File: config.mk
export PLATFORM = sky130hd
export DESIGN_NAME = integer_to_base_ascii
export DESIGN_NICKNAME = d
export VERILOG_FILES = /design/src/sv/iba_pkg.sv /design/src/sv/iba_ram.sv /design/src/sv/iba_datapath.sv /design/src/sv/iba_ctrl.sv /design/src/sv/integer_to_base_ascii.sv
export SDC_FILE = /design/constraint.sdc
export NUM_CORES = 1
export LEC_CHECK = 0
export ABC_AREA = 1
export BUFFER_PORTS_ARGS = -buffer_cell sky130_fd_sc_hd__buf_4
export CAP_MARGIN = 20
export CORE_MARGIN = 2
export CORE_UTILIZATION = 38
export DETAILED_ROUTE_END_ITERATION = 8
export PLACE_DENSITY = 0.61
export RECOVER_POWER = 50
export SETUP_SLACK_MARGIN = 0.4
export SLEW_MARGIN = 5
export SYNTH_ARGS = -nofsm -noshare
export SYNTH_HDL_FRONTEND = slang
export SYNTH_SLANG_ARGS = --single-unit
File: constraint.sdc
create_clock -name clk -period 18.8 [get_ports clk]
set_clock_uncertainty 0.05 [all_clocks]
set_input_delay 0 -clock clk [delete_from_list [all_inputs] [get_ports clk]]
set_output_delay 0 -clock clk [all_outputs]
set_load 0.02 [all_outputs]
File: src/sv/iba_pkg.sv
// Package for the integer to base-ASCII converter: widths, character codes,
// controller/datapath command and status structs and the digit-to-ASCII map.
// No dependencies.
`default_nettype none

package iba_pkg;

	// Width of the signed input value (supported range 8 to 64).
	localparam int VALUE_WIDTH = 32;

	// Dividend bits consumed per divider cycle.
	localparam int STEP_BITS   = 8;
	localparam int STEPS       = (VALUE_WIDTH + STEP_BITS - 1) / STEP_BITS;
	localparam int PAD_WIDTH   = STEPS * STEP_BITS;
	localparam int STEP_CNT_W  = (STEPS > 1) ? $clog2(STEPS) : 1;

	// Digit count holds 0 .. VALUE_WIDTH; digit store has VALUE_WIDTH entries.
	localparam int CNT_WIDTH   = $clog2(VALUE_WIDTH + 1);
	localparam int ADDR_WIDTH  = $clog2(VALUE_WIDTH);

	localparam int DIGIT_WIDTH = 6;
	localparam int RADIX_WIDTH = 6;
	localparam int CHAR_WIDTH  = 8;

	localparam logic [RADIX_WIDTH-1:0] RADIX_RESET = 6'd10;
	localparam logic [RADIX_WIDTH-1:0] RADIX_MIN   = 6'd2;
	localparam logic [RADIX_WIDTH-1:0] RADIX_MAX   = 6'd36;

	localparam logic [CHAR_WIDTH-1:0]  CHAR_ZERO   = 8'h30;
	localparam logic [CHAR_WIDTH-1:0]  CHAR_A      = 8'h61;
	localparam logic [CHAR_WIDTH-1:0]  CHAR_MINUS  = 8'h2d;
	localparam logic [DIGIT_WIDTH-1:0] DIGIT_MAX   = 6'd9;

	// Commands from the controller to the datapath.
	typedef struct packed {
		logic load;        // capture value, sign and base
		logic div_step;    // advance the divider by one chunk
		logic rd;          // read the next digit, most significant first
		logic emit_sign;   // show '-' this cycle
		logic emit_digit;  // show the digit read last cycle
	} ctl_cmd_t;

	// Status from the datapath to the controller.
	typedef struct packed {
		logic last_step;   // current divider cycle finishes a digit
		logic quot_zero;   // quotient after this digit is zero
		logic negative;    // value being converted is negative
		logic more;        // digits remain to be read
	} ctl_stat_t;

	function automatic logic [CHAR_WIDTH-1:0] digit_char(input logic [DIGIT_WIDTH-1:0] d);
		logic [CHAR_WIDTH-1:0] d_ext;
		d_ext = {2'b00, d};
		if (d <= DIGIT_MAX)
			return CHAR_ZERO + d_ext;
		return CHAR_A + d_ext - 8'd10;
	endfunction

endpackage

`default_nettype wire

File: src/sv/iba_ram.sv
// Generic simple dual-port RAM: one write port, one read port, registered read.
// No dependencies.
`default_nettype none

module iba_ram #(
	parameter int WIDTH = 8,
	parameter int DEPTH = 32
) (
	input  wire logic                     clk,
	input  wire logic                     we,
	input  wire logic [$clog2(DEPTH)-1:0] waddr,
	input  wire logic [WIDTH-1:0]         wdata,
	input  wire logic                     re,
	input  wire logic [$clog2(DEPTH)-1:0] raddr,
	output logic      [WIDTH-1:0]         rdata
);

	logic [WIDTH-1:0] mem_q [DEPTH];

	always_ff @(posedge clk) begin
		if (we)
			mem_q[waddr] <= wdata;
		if (re)
			rdata <= mem_q[raddr];
	end

endmodule

`default_nettype wire

File: src/sv/iba_datapath.sv
// Datapath of the base-ASCII converter: radix register, chunked divider,
// digit store and character output. Depends on iba_pkg and iba_ram.
`default_nettype none

module iba_datapath
	import iba_pkg::*;
(
	input  wire logic                          clk,
	input  wire logic                          arst_n,
	input  wire logic signed [VALUE_WIDTH-1:0] value,
	input  wire logic                          cfg_wr_en,
	input  wire logic        [RADIX_WIDTH-1:0] cfg_wr_data,
	input  wire ctl_cmd_t                      cmd,
	output ctl_stat_t                          stat,
	output logic             [CHAR_WIDTH-1:0]  out_char,
	output logic                               is_last
);

	logic [RADIX_WIDTH-1:0] radix_q;
	logic [RADIX_WIDTH-1:0] base_q;
	logic [PAD_WIDTH-1:0]   work_q;
	logic [DIGIT_WIDTH-1:0] rem_q;
	logic [STEP_CNT_W-1:0]  step_q;
	logic [CNT_WIDTH-1:0]   cnt_q;
	logic                   neg_q;
	logic                   last_q;

	logic [VALUE_WIDTH-1:0] mag;
	logic [RADIX_WIDTH-1:0] base_eff;
	logic [STEP_BITS-1:0]   qbits;
	logic [DIGIT_WIDTH-1:0] rem_next;
	logic [PAD_WIDTH-1:0]   work_next;
	logic [CNT_WIDTH-1:0]   cnt_dec;
	logic [DIGIT_WIDTH-1:0] rd_digit;
	logic                   last_step;

	assign mag = value[VALUE_WIDTH-1] ? (~value + 1'b1) : value;

	always_comb begin
		if (radix_q < RADIX_MIN)
			base_eff = RADIX_MIN;
		else if (radix_q > RADIX_MAX)
			base_eff = RADIX_MAX;
		else
			base_eff = radix_q;
	end

	// Restoring division over one chunk of the dividend, MSB first.
	always_comb begin
		logic [DIGIT_WIDTH:0]   t;
		logic [DIGIT_WIDTH-1:0] r;
		r     = rem_q;
		qbits = '0;
		for (int i = 0; i < STEP_BITS; i++) begin
			t = {r, work_q[PAD_WIDTH-1-i]};
			if (t >= {1'b0, base_q}) begin
				t = t - {1'b0, base_q};
				qbits[STEP_BITS-1-i] = 1'b1;
			end
			r = t[DIGIT_WIDTH-1:0];
		end
		rem_next = r;
	end

	assign work_next = PAD_WIDTH'({work_q, qbits});
	assign last_step = (step_q == STEP_CNT_W'(STEPS - 1));
	assign cnt_dec   = cnt_q - CNT_WIDTH'(1);

	assign stat.last_step = last_step;
	assign stat.quot_zero = (work_next == '0);
	assign stat.negative  = neg_q;
	assign stat.more      = (cnt_q != '0);

	always_ff @(posedge clk or negedge arst_n) begin
		if (!arst_n) begin
			radix_q <= RADIX_RESET;
			step_q  <= '0;
			cnt_q   <= '0;
			neg_q   <= 1'b0;
			last_q  <= 1'b0;
		end else begin
			if (cfg_wr_en)
				radix_q <= cfg_wr_data;
			if (cmd.load) begin
				step_q <= '0;
				cnt_q  <= '0;
				neg_q  <= value[VALUE_WIDTH-1];
			end else if (cmd.div_step) begin
				if (last_step) begin
					step_q <= '0;
					cnt_q  <= cnt_q + CNT_WIDTH'(1);
				end else begin
					step_q <= step_q + STEP_CNT_W'(1);
				end
			end else if (cmd.rd) begin
				cnt_q  <= cnt_dec;
				last_q <= (cnt_q == CNT_WIDTH'(1));
			end
		end
	end

	always_ff @(posedge clk) begin
		if (cmd.load) begin
			base_q <= base_eff;
			work_q <= PAD_WIDTH'(mag);
			rem_q  <= '0;
		end else if (cmd.div_step) begin
			work_q <= work_next;
			rem_q  <= last_step ? '0 : rem_next;
		end
	end

	iba_ram #(
		.WIDTH (DIGIT_WIDTH),
		.DEPTH (VALUE_WIDTH)
	) u_digit_store (
		.clk   (clk),
		.we    (cmd.div_step & last_step),
		.waddr (cnt_q[ADDR_WIDTH-1:0]),
		.wdata (rem_next),
		.re    (cmd.rd),
		.raddr (cnt_dec[ADDR_WIDTH-1:0]),
		.rdata (rd_digit)
	);

	assign out_char = cmd.emit_sign ? CHAR_MINUS : digit_char(rd_digit);
	assign is_last  = cmd.emit_digit & last_q;

endmodule

`default_nettype wire

File: src/sv/iba_ctrl.sv
// Controller of the base-ASCII converter: sequences load, division,
// sign and digit output. Depends on iba_pkg.
`default_nettype none

module iba_ctrl
	import iba_pkg::*;
(
	input  wire logic      clk,
	input  wire logic      arst_n,
	input  wire logic      start,
	input  wire ctl_stat_t stat,
	output ctl_cmd_t       cmd,
	output logic           busy
);

	typedef enum logic [2:0] {
		ST_IDLE,
		ST_DIV,
		ST_SIGN,
		ST_RD,
		ST_OUT
	} state_t;

	state_t state_q;

	always_ff @(posedge clk or negedge arst_n) begin
		if (!arst_n) begin
			state_q <= ST_IDLE;
		end else begin
			case (state_q)
				ST_IDLE: begin
					if (start)
						state_q <= ST_DIV;
				end
				ST_DIV: begin
					if (stat.last_step && stat.quot_zero)
						state_q <= stat.negative ? ST_SIGN : ST_RD;
				end
				ST_SIGN: state_q <= ST_OUT;
				ST_RD:   state_q <= ST_OUT;
				ST_OUT: begin
					if (!stat.more)
						state_q <= ST_IDLE;
				end
				default: state_q <= ST_IDLE;
			endcase
		end
	end

	always_comb begin
		cmd = '0;
		case (state_q)
			ST_IDLE: cmd.load = start;
			ST_DIV:  cmd.div_step = 1'b1;
			ST_SIGN: begin
				cmd.emit_sign = 1'b1;
				cmd.rd        = 1'b1;
			end
			ST_RD:   cmd.rd = 1'b1;
			ST_OUT: begin
				cmd.emit_digit = 1'b1;
				cmd.rd         = stat.more;
			end
			default: cmd = '0;
		endcase
	end

	assign busy = (state_q != ST_IDLE);

endmodule

`default_nettype wire

File: src/sv/integer_to_base_ascii.sv
// Integer to base-ASCII converter: a value taken at the accepting edge is divided chunk by chunk
// (STEPS = 4 chunk steps per digit at 32 bits); for a negative value the '-' beat then follows,
// then the first digit in the cycle after it, then one digit per cycle.
// The next value is taken only after the last character, once busy has fallen.
// The receiver cannot stall; each character shows for one cycle on strobe.
// Reset (arst_n low) returns to idle and sets radix to ten.
`default_nettype none

module integer_to_base_ascii
	import iba_pkg::*;
(
	input  wire logic                          clk,
	input  wire logic                          arst_n,
	// Input beat: accepted when start is high and busy is low.
	input  wire logic                          start,
	output logic                               busy,
	input  wire logic signed [VALUE_WIDTH-1:0] value,
	// Radix register write.
	input  wire logic                          cfg_wr_en,
	input  wire logic        [RADIX_WIDTH-1:0] cfg_wr_data,
	// Output beat: one character per strobe cycle.
	output logic                               strobe,
	output logic             [CHAR_WIDTH-1:0]  out_char,
	output logic                               is_last
);

	ctl_cmd_t  cmd;
	ctl_stat_t stat;

	// Sequence the conversion: load, divide digit by digit, then emit.
	iba_ctrl u_ctrl (
		.clk    (clk),
		.arst_n (arst_n),
		.start  (start),
		.stat   (stat),
		.cmd    (cmd),
		.busy   (busy)
	);

	// Hold the radix, divide the magnitude, store digits, map to ASCII.
	iba_datapath u_datapath (
		.clk         (clk),
		.arst_n      (arst_n),
		.value       (value),
		.cfg_wr_en   (cfg_wr_en),
		.cfg_wr_data (cfg_wr_data),
		.cmd         (cmd),
		.stat        (stat),
		.out_char    (out_char),
		.is_last     (is_last)
	);

	// A beat leaves on the sign cycle and on each digit cycle.
	assign strobe = cmd.emit_sign | cmd.emit_digit;

endmodule

`default_nettype wire

==> impl_metrics.ini, run 1 <==
[outcome]
run_status = finished with violations
violated_checks = capacitance limit, slew limit

[detailed_routing]
routed-via-count = 10900
drt_iter0_drc = 934
final_antenna_net_count = 0
finalWirelength_um = 36500
first_pass_iters = 5
wl_per_cell_um = 17.5
route.detailed.drc = 0
vias_per_cell = 5.22

[setup_path]
worstPathArrival_ns = 16.20
worstPathBufferInverterCount = 10
critPathTopFamily = compound AO/OA/AOI/OAI gates
cp_slowest_cell = sky130_fd_sc_hd__edfxtp_1
setup.worst_path.class = reg -> reg
timing.critical_path.fanout_max = 17
worstPathRequired_ns = 19.12
critical_path_startpoint_category = flop
cpPeakStageDelay_ns = 0.67
endpoint_kind = flop

[layout]
drive_above_1_share_pct = 9.48
layout.cells.most_common = sky130_fd_sc_hd__edfxtp_1
antenna_cells = 0
nets = 1660
layout_common_cells = sky130_fd_sc_hd__edfxtp_1, sky130_fd_sc_hd__nor2_1, sky130_fd_sc_hd__nand2_1
area_growth_pct = 16.6

[synthesis]
postSynth.topFlopCell = sky130_fd_sc_hd__edfxtp_1
yosysSeqAreaShare_pct = 53.4
synth_top_family_by_area = simple AND/OR/NAND/NOR gates
avgSynthCellArea_um2 = 9.89
ys_async_sr_fraction_pct = 7.28
synth_edf_count = 236
synth-warning-count = 0
ys_seq_elements = 261
synth-adder-area-share_pct = 6.42
synth_fp_nets = 1565
synth_cell_type_count = 55
synth-compound-area-share_pct = 12.9
mapped_area_mm2 = 0.0144
post_synth_inst_count = 1454
synth_simple_gate_area_share_pct = 16.6
post_synth_xor_area_fraction_pct = 3.78
synth_mux_area_share_pct = 1.32

[timing]
final.min_clock_period_ns = 15.89
rsz_0062_raised_after_global_routing = false
setup_viol_count_final = 0
achievable-frequency_mhz = 62.9
number_of_failing_hold_endpoints_at_the_final_stage = 0
maxSlewHeadroom_pct = -16.5
timing.final.max_slew_violations = 84
max_slew.worst_pin.slew_ns = 1.75
final.period_utilization_pct = 84.5
fin_tns_setup_ns = 0
finalHoldWorstSlack_ns = 0.0725

[clock_network]
clkSinkCount = 261
post-cts-setup-buffers = 0
cts-htree-levels = 1
clk_pin_slew_ns = 0.06
cts_hold_buf = 54
max_root_sink_buffers = 3
post_cts_resize_count = 0
tritoncts = built
clock_latency_ns = 0.55
cts_root_buffer = sky130_fd_sc_hd__clkbuf_16
number_of_buffers_created_by_cts = 28

[die]
floorplan.die_area_mm2 = 0.0394
num_io_pins = 53
core-area_mm2 = 0.0375
die_width_um = 199
start_util_pct = 38.4
rows = 71
floorplan.die.height_um = 199

[place]
routability_driven_placement_congestion_ratio = 0.912
placement.io_buffers = 52
dpl.hpwl_um = 24700

[global_route]
globalRouteTotalUtil_pct = 18.5
grt_antenna_before_repair = 0
first_global_vias = 10400
wire_length_of_the_first_global_routing_pass_um = 57200
maximum_number_of_pins_on_one_net_before_global_route_repair = 93
grt_overflow_total = 0

[power_and_ir_drop]
power.leakage_uw = 0.00660
p_per_area_mw_per_mm2 = 75.3
power.ir.vdd_worst_uv = 63.3

[hold_path]
holdCritPathClass = in -> reg

[job]
timing.max_cap.violations = 2
## area by class of cell
type | count | area, um2
repair buffers | 119 | 1010
clock buffers | 34 | 733
well taps | 511 | 639
inverters | 154 | 578
multi-input cells | 985 | 5900
flip-flops and latches | 261 | 7690
clock inverters | 18 | 213
fillers | 3573 | 20700
## where the power goes
part           total, uW  leakage [uW]  internal (uW)  switching, uW
clock network        560      0.000459            334            227
registers            650       0.00242            644           6.69
logic               51.5       0.00372           25.5           26.0
## synth_stat cells (14+ instances only)
cell type                  number  area, um2
sky130_fd_sc_hd__edfxtp_1     236       7090
sky130_fd_sc_hd__ha_1          61        763
sky130_fd_sc_hd__nor2_1       198        743
sky130_fd_sc_hd__dfrtp_1       17        425
sky130_fd_sc_hd__o32ai_1       29        254
sky130_fd_sc_hd__nand2_1      196        736
sky130_fd_sc_hd__clkbuf_1      48        180
sky130_fd_sc_hd__o221ai_1      19        166
sky130_fd_sc_hd__nor3_1        21        105
sky130_fd_sc_hd__o21ai_0      146        731
sky130_fd_sc_hd__o211ai_1      19        143
sky130_fd_sc_hd__nand3_1       44        220
sky130_fd_sc_hd__nand4_1       15       93.8
sky130_fd_sc_hd__a21oi_1       40        200
sky130_fd_sc_hd__inv_1        145        544
sky130_fd_sc_hd__xnor2_1       21        184
sky130_fd_sc_hd__xor2_1        41        359
sky130_fd_sc_hd__nand2_2       14       87.6
sky130_fd_sc_hd__mux2i_1       19        190
## routing by layer
| layer | vias up | wire [um] | track usage [%] |
|---|---|---|---|
| li1 | 5289 | - | - |
| met1 | 5207 | 16000 | 24.7 |
| met2 | 314 | 17900 | 32.5 |
| met3 | 52 | 1860 | 2.05 |
| met4 | 0 | 716 | 3.90 |
| met5 | - | 0 | 0 |
## state kept, by name (all words and copies together) (netlist names)
name / flops
u_datapath.cnt_q: 6
u_ctrl.state_q: 3
u_datapath.radix_q: 6
u_datapath.work_q: 32
u_datapath.rem_q: 6
u_datapath.u_digit_store.rdata: 6
u_datapath.last_q: 1
u_datapath.base_q: 6
u_datapath.neg_q: 1
u_datapath.u_digit_store.mem_q: 192
u_datapath.step_q: 2
## cells by family after synthesis
group / count (synthesis)
buffers and inverters: 208
AOI/OAI and AO/OA: 303
xor gates and xnor gates: 62
DFF: 261
and+or+nand+nor: 532
adders and majority gates: 69
muxes: 19
## metrics by stage
stage / power, uW / setup slack [ns] / std cells / instance area, um2 / utilization [%]
floorplan: 684 / 5.18 / 1454 / 14400 / -
global placement: 703 / 3.52 / 1971 / 15300 / 40.7
detailed placement: 704 / 2.78 / 1971 / 15300 / 40.7
CTS: 1270 / 2.78 / 2077 / 16700 / 44.7
global route: 1300 / 1.33 / 2082 / 16800 / 44.7
finish: 1260 / 2.91 / 2082 / 16800 / 44.7
## worst register-to-register path: cells and delay by family (launching register included)
family                     cells  cell delay, ns
adders and majority gates      8            2.68
buffers and inverters         10            1.38
AOI/OAI and AO/OA             34            7.41
DFF                            1            0.67
and+or+nand+nor               22            3.50
## path summary, 6_finish.rpt
check,startpoint,endpoint,slack [ns],depth (start not counted)
min in group asynchronous,arst_n,u_datapath.radix_q[3],0.68,3
hold / removal,value[5],u_datapath.work_q[7],0.07,6
hold reg to reg,u_datapath.radix_q[5],u_datapath.base_q[5],0.40,0
max in group asynchronous,arst_n,u_datapath.cnt_q[0],16.71,4
setup reg to reg,u_datapath.base_q[1],u_datapath.u_digit_store.mem_q[26][4],2.91,74
setup / recovery,u_datapath.base_q[1],u_datapath.u_digit_store.mem_q[26][4],2.91,74
(Power assumes the default switching activity.)
==> run 2, diff against run 1 <==
--- a/config.mk
+++ b/config.mk
@@ -11,7 +11,7 @@
 export CORE_MARGIN = 2
 export CORE_UTILIZATION = 38
 export DETAILED_ROUTE_END_ITERATION = 8
-export PLACE_DENSITY = 0.61
+export PLACE_DENSITY = 0.63
 export RECOVER_POWER = 50
 export SETUP_SLACK_MARGIN = 0.4
 export SLEW_MARGIN = 5
==> constraint.sdc (replaced) <==
create_clock -name clk -period 13 [get_ports clk]
set_clock_uncertainty 0.05 [all_clocks]
set_input_delay 0 -clock clk [delete_from_list [all_inputs] [get_ports clk]]
set_output_delay 0 -clock clk [all_outputs]
set_load 0.02 [all_outputs]
==> run 2 against run 1 <==
  * Non-clock buffer count increased by 45
  * The run still ends with capacitance limit, slew limit left
  * Routed wire length up 12%
  * Global-route usage is 1.7 points higher
  * Register-to-register slack lost 1.9 ns
  * Highest routed layer unchanged
  * Sequential power grew 45%
  * Critical endpoint is now u_datapath.u_digit_store.mem_q[28][2]
  * Combinational power is 53% higher
  * Via count grew 5.2%
  * Power rose by 46%
  * Die area unchanged
  * Utilization rose by 2.4 points
  * First-iteration DRC count is 20% higher
  * Setup slack worse by 1.9 ns
==> impl_metrics.ini, run 2 (synthesis results as in run 1) <==
[global_route]
grt_overflow_total = 0
grt_antenna_before_repair = 1
wire_length_of_the_first_global_routing_pass_um = 61800
maximum_number_of_pins_on_one_net_before_global_route_repair = 93
globalRouteTotalUtil_pct = 20.3
first_global_vias = 11100

[hold_path]
worst_hold_path.num_cells = 4
holdCritPathClass = in -> reg

[die]
core-area_mm2 = 0.0375
die_width_um = 199
num_io_pins = 53
floorplan.die.height_um = 199
floorplan.die_area_mm2 = 0.0394
start_util_pct = 38.4
rows = 71

[layout]
most_flop_heavy_register = u_datapath.u_digit_store.mem_q
layout_common_cells = sky130_fd_sc_hd__edfxtp_1, sky130_fd_sc_hd__nor2_1, sky130_fd_sc_hd__nand2_1
finish.cell_count_without_fillers = 2145
filler_cell_count = 3479
antenna_cells = 0
drive_above_1_share_pct = 16.4
reg.largest.list = u_datapath.u_digit_store.mem_q: 192 flops, u_datapath.work_q: 32 flops
layout.cells.most_common = sky130_fd_sc_hd__edfxtp_1
nets = 1723
area_growth_pct = 22.9
largest_reg_flops = 192

[power_and_ir_drop]
power.ir.vdd_worst_uv = 117
p_total_uw = 1840
power.leakage_uw = 0.00696
p_per_area_mw_per_mm2 = 104

[detailed_routing]
vias_per_cell = 5.33
finalWirelength_um = 40900
routed-via-count = 11400
route.detailed.drc = 0
wl_per_cell_um = 19.1
final_antenna_net_count = 0
first_pass_iters = 5
drt_iter0_drc = 1125

[outcome]
violated_checks = capacitance limit, slew limit
run_status = finished with violations

[timing]
timing.final.max_slew_violations = 305
achievable-frequency_mhz = 83.1
setup_viol_count_final = 0
final.period_utilization_pct = 92.6
rsz_0062_raised_after_global_routing = false
final.min_clock_period_ns = 12.04
max_slew.worst_pin.slew_ns = 4.58
maxSlewHeadroom_pct = -205
number_of_failing_hold_endpoints_at_the_final_stage = 0
finalHoldWorstSlack_ns = 0.00325

[setup_path]
worstPathRequired_ns = 13.32
cp_slowest_cell = sky130_fd_sc_hd__edfxtp_1
endpoint_kind = flop
timing.critical_path.fanout_max = 8
cpPeakStageDelay_ns = 0.36
critPathTopFamily = compound AO/OA/AOI/OAI gates
worst_r2r_path_depth = 80
setup.worst_path.class = reg -> reg
critical_path_startpoint_category = flop
worstPathArrival_ns = 12.36
worstPathBufferInverterCount = 13
path_common_cell = sky130_fd_sc_hd__nand2_1
timing.critical_path.depth = 80

[place]
dpl.cell_count = 1988
routability_driven_placement_congestion_ratio = 0.931
placement.io_buffers = 52
dpl.hpwl_um = 24700

[clock_network]
tritoncts = built
cts-htree-levels = 1
clk_pin_slew_ns = 0.07
number_of_buffers_created_by_cts = 28
cts_root_buffer = sky130_fd_sc_hd__clkbuf_16
max_root_sink_buffers = 3
clkSinkCount = 261
clock_latency_ns = 0.54

[job]
timing.max_cap.violations = 5
==> run 2: cell count changes in the layout (fill, tap and decap cells not counted), moves of 9 or more <==
cell / before / now
sky130_fd_sc_hd__and2_4: 0 / 17
sky130_fd_sc_hd__clkbuf_1: 18 / 27
sky130_fd_sc_hd__a21oi_2: 1 / 10
sky130_fd_sc_hd__ha_4: 0 / 10
sky130_fd_sc_hd__a21oi_1: 40 / 29
sky130_fd_sc_hd__ha_1: 60 / 49
sky130_fd_sc_hd__buf_4: 41 / 80
sky130_fd_sc_hd__o21ai_0: 146 / 131
sky130_fd_sc_hd__o21ai_2: 3 / 13
==> run 2: area by class of cell <==
| cell class | count | area (um2) | area share [%] |
|---|---|---|---|
| Inverter | 154 | 581 | 3.28 |
| Clock buffer | 40 | 766 | 4.33 |
| Sequential cell | 261 | 7680 | 43.5 |
| Timing Repair Buffer | 164 | 1330 | 7.52 |
| Clock inverter | 12 | 188 | 1.06 |
| Tap cell | 511 | 639 | 3.62 |
| Multi-Input combinational cell | 1003 | 6490 | 36.7 |
==> run 2: through the flow <==
stage | cell area, um2 | TNS [ns] | worst slack (ns) | utilization, %
after global routing | 17700 | 0 | 0.164 | 47.2
after global placement | 15400 | 0 | 0.378 | 41.1
after detailed placement | 15400 | -54.74 | -0.319 | 41.1
final | 17700 | 0 | 0.964 | 47.2
after CTS | 17300 | 0 | 0.410 | 46.2
after floorplan | 14400 | 0 | 0.405 | -
==> run 2: repair_timing <==
| item | in CTS | in global routing |
|---|---|---|
| endpoints found under the setup margin | 201 | 201 |
| gates cloned | 12 | 6 |
| pin swaps | 13 | 27 |
| endpoints found under the hold margin | 59 | 0 |
| hold buffers | 56 | 0 |
| gates resized for setup | 42 | 60 |
| setup buffers | 18 | 13 |
==> run 2: worst reg2reg max path, delay by kind of cell, from the launching register on <==
family | cells | cell delay (ns)
AOI/OAI and AO/OA | 35 | 5.17
adders and majority gates | 8 | 2.18
buffers and inverters | 13 | 1.35
DFF | 1 | 0.36
and+or+nand+nor | 24 | 2.73
==> run 2: where the power goes <==
| group | total, uW | internal (uW) | switching [uW] |
|---|---|---|---|
| Clock | 820 | 492 | 328 |
| Combinational | 79.0 | 38.7 | 40.4 |
| Sequential | 942 | 931 | 10.5 |
| Total | 1840 | 1460 | 379 |
==> run 2: worst paths after layout <==
kind | from | endpoint | slack (ns)
max in group asynchronous | arst_n | u_datapath.cnt_q[2] | 10.82
max | u_datapath.base_q[2] | u_datapath.u_digit_store.mem_q[28][2] | 0.96
min | value[25] | u_datapath.work_q[25] | 0.003
min in group asynchronous | arst_n | u_datapath.radix_q[3] | 0.65
min reg2reg | u_datapath.rem_q[1] | u_datapath.rem_q[1] | 0.44
max reg2reg | u_datapath.base_q[2] | u_datapath.u_digit_store.mem_q[28][2] | 0.96
==> run 2: routing by layer <==
layer / vias to the layer above / GRT usage [%] / wire length, um
li1: 5434 / - / -
met2: 413 / 33.3 / 19300
met5: - / 0 / 0
met1: 5507 / 28.0 / 17800
met4: 0 / 5.91 / 1120
met3: 75 / 2.63 / 2680
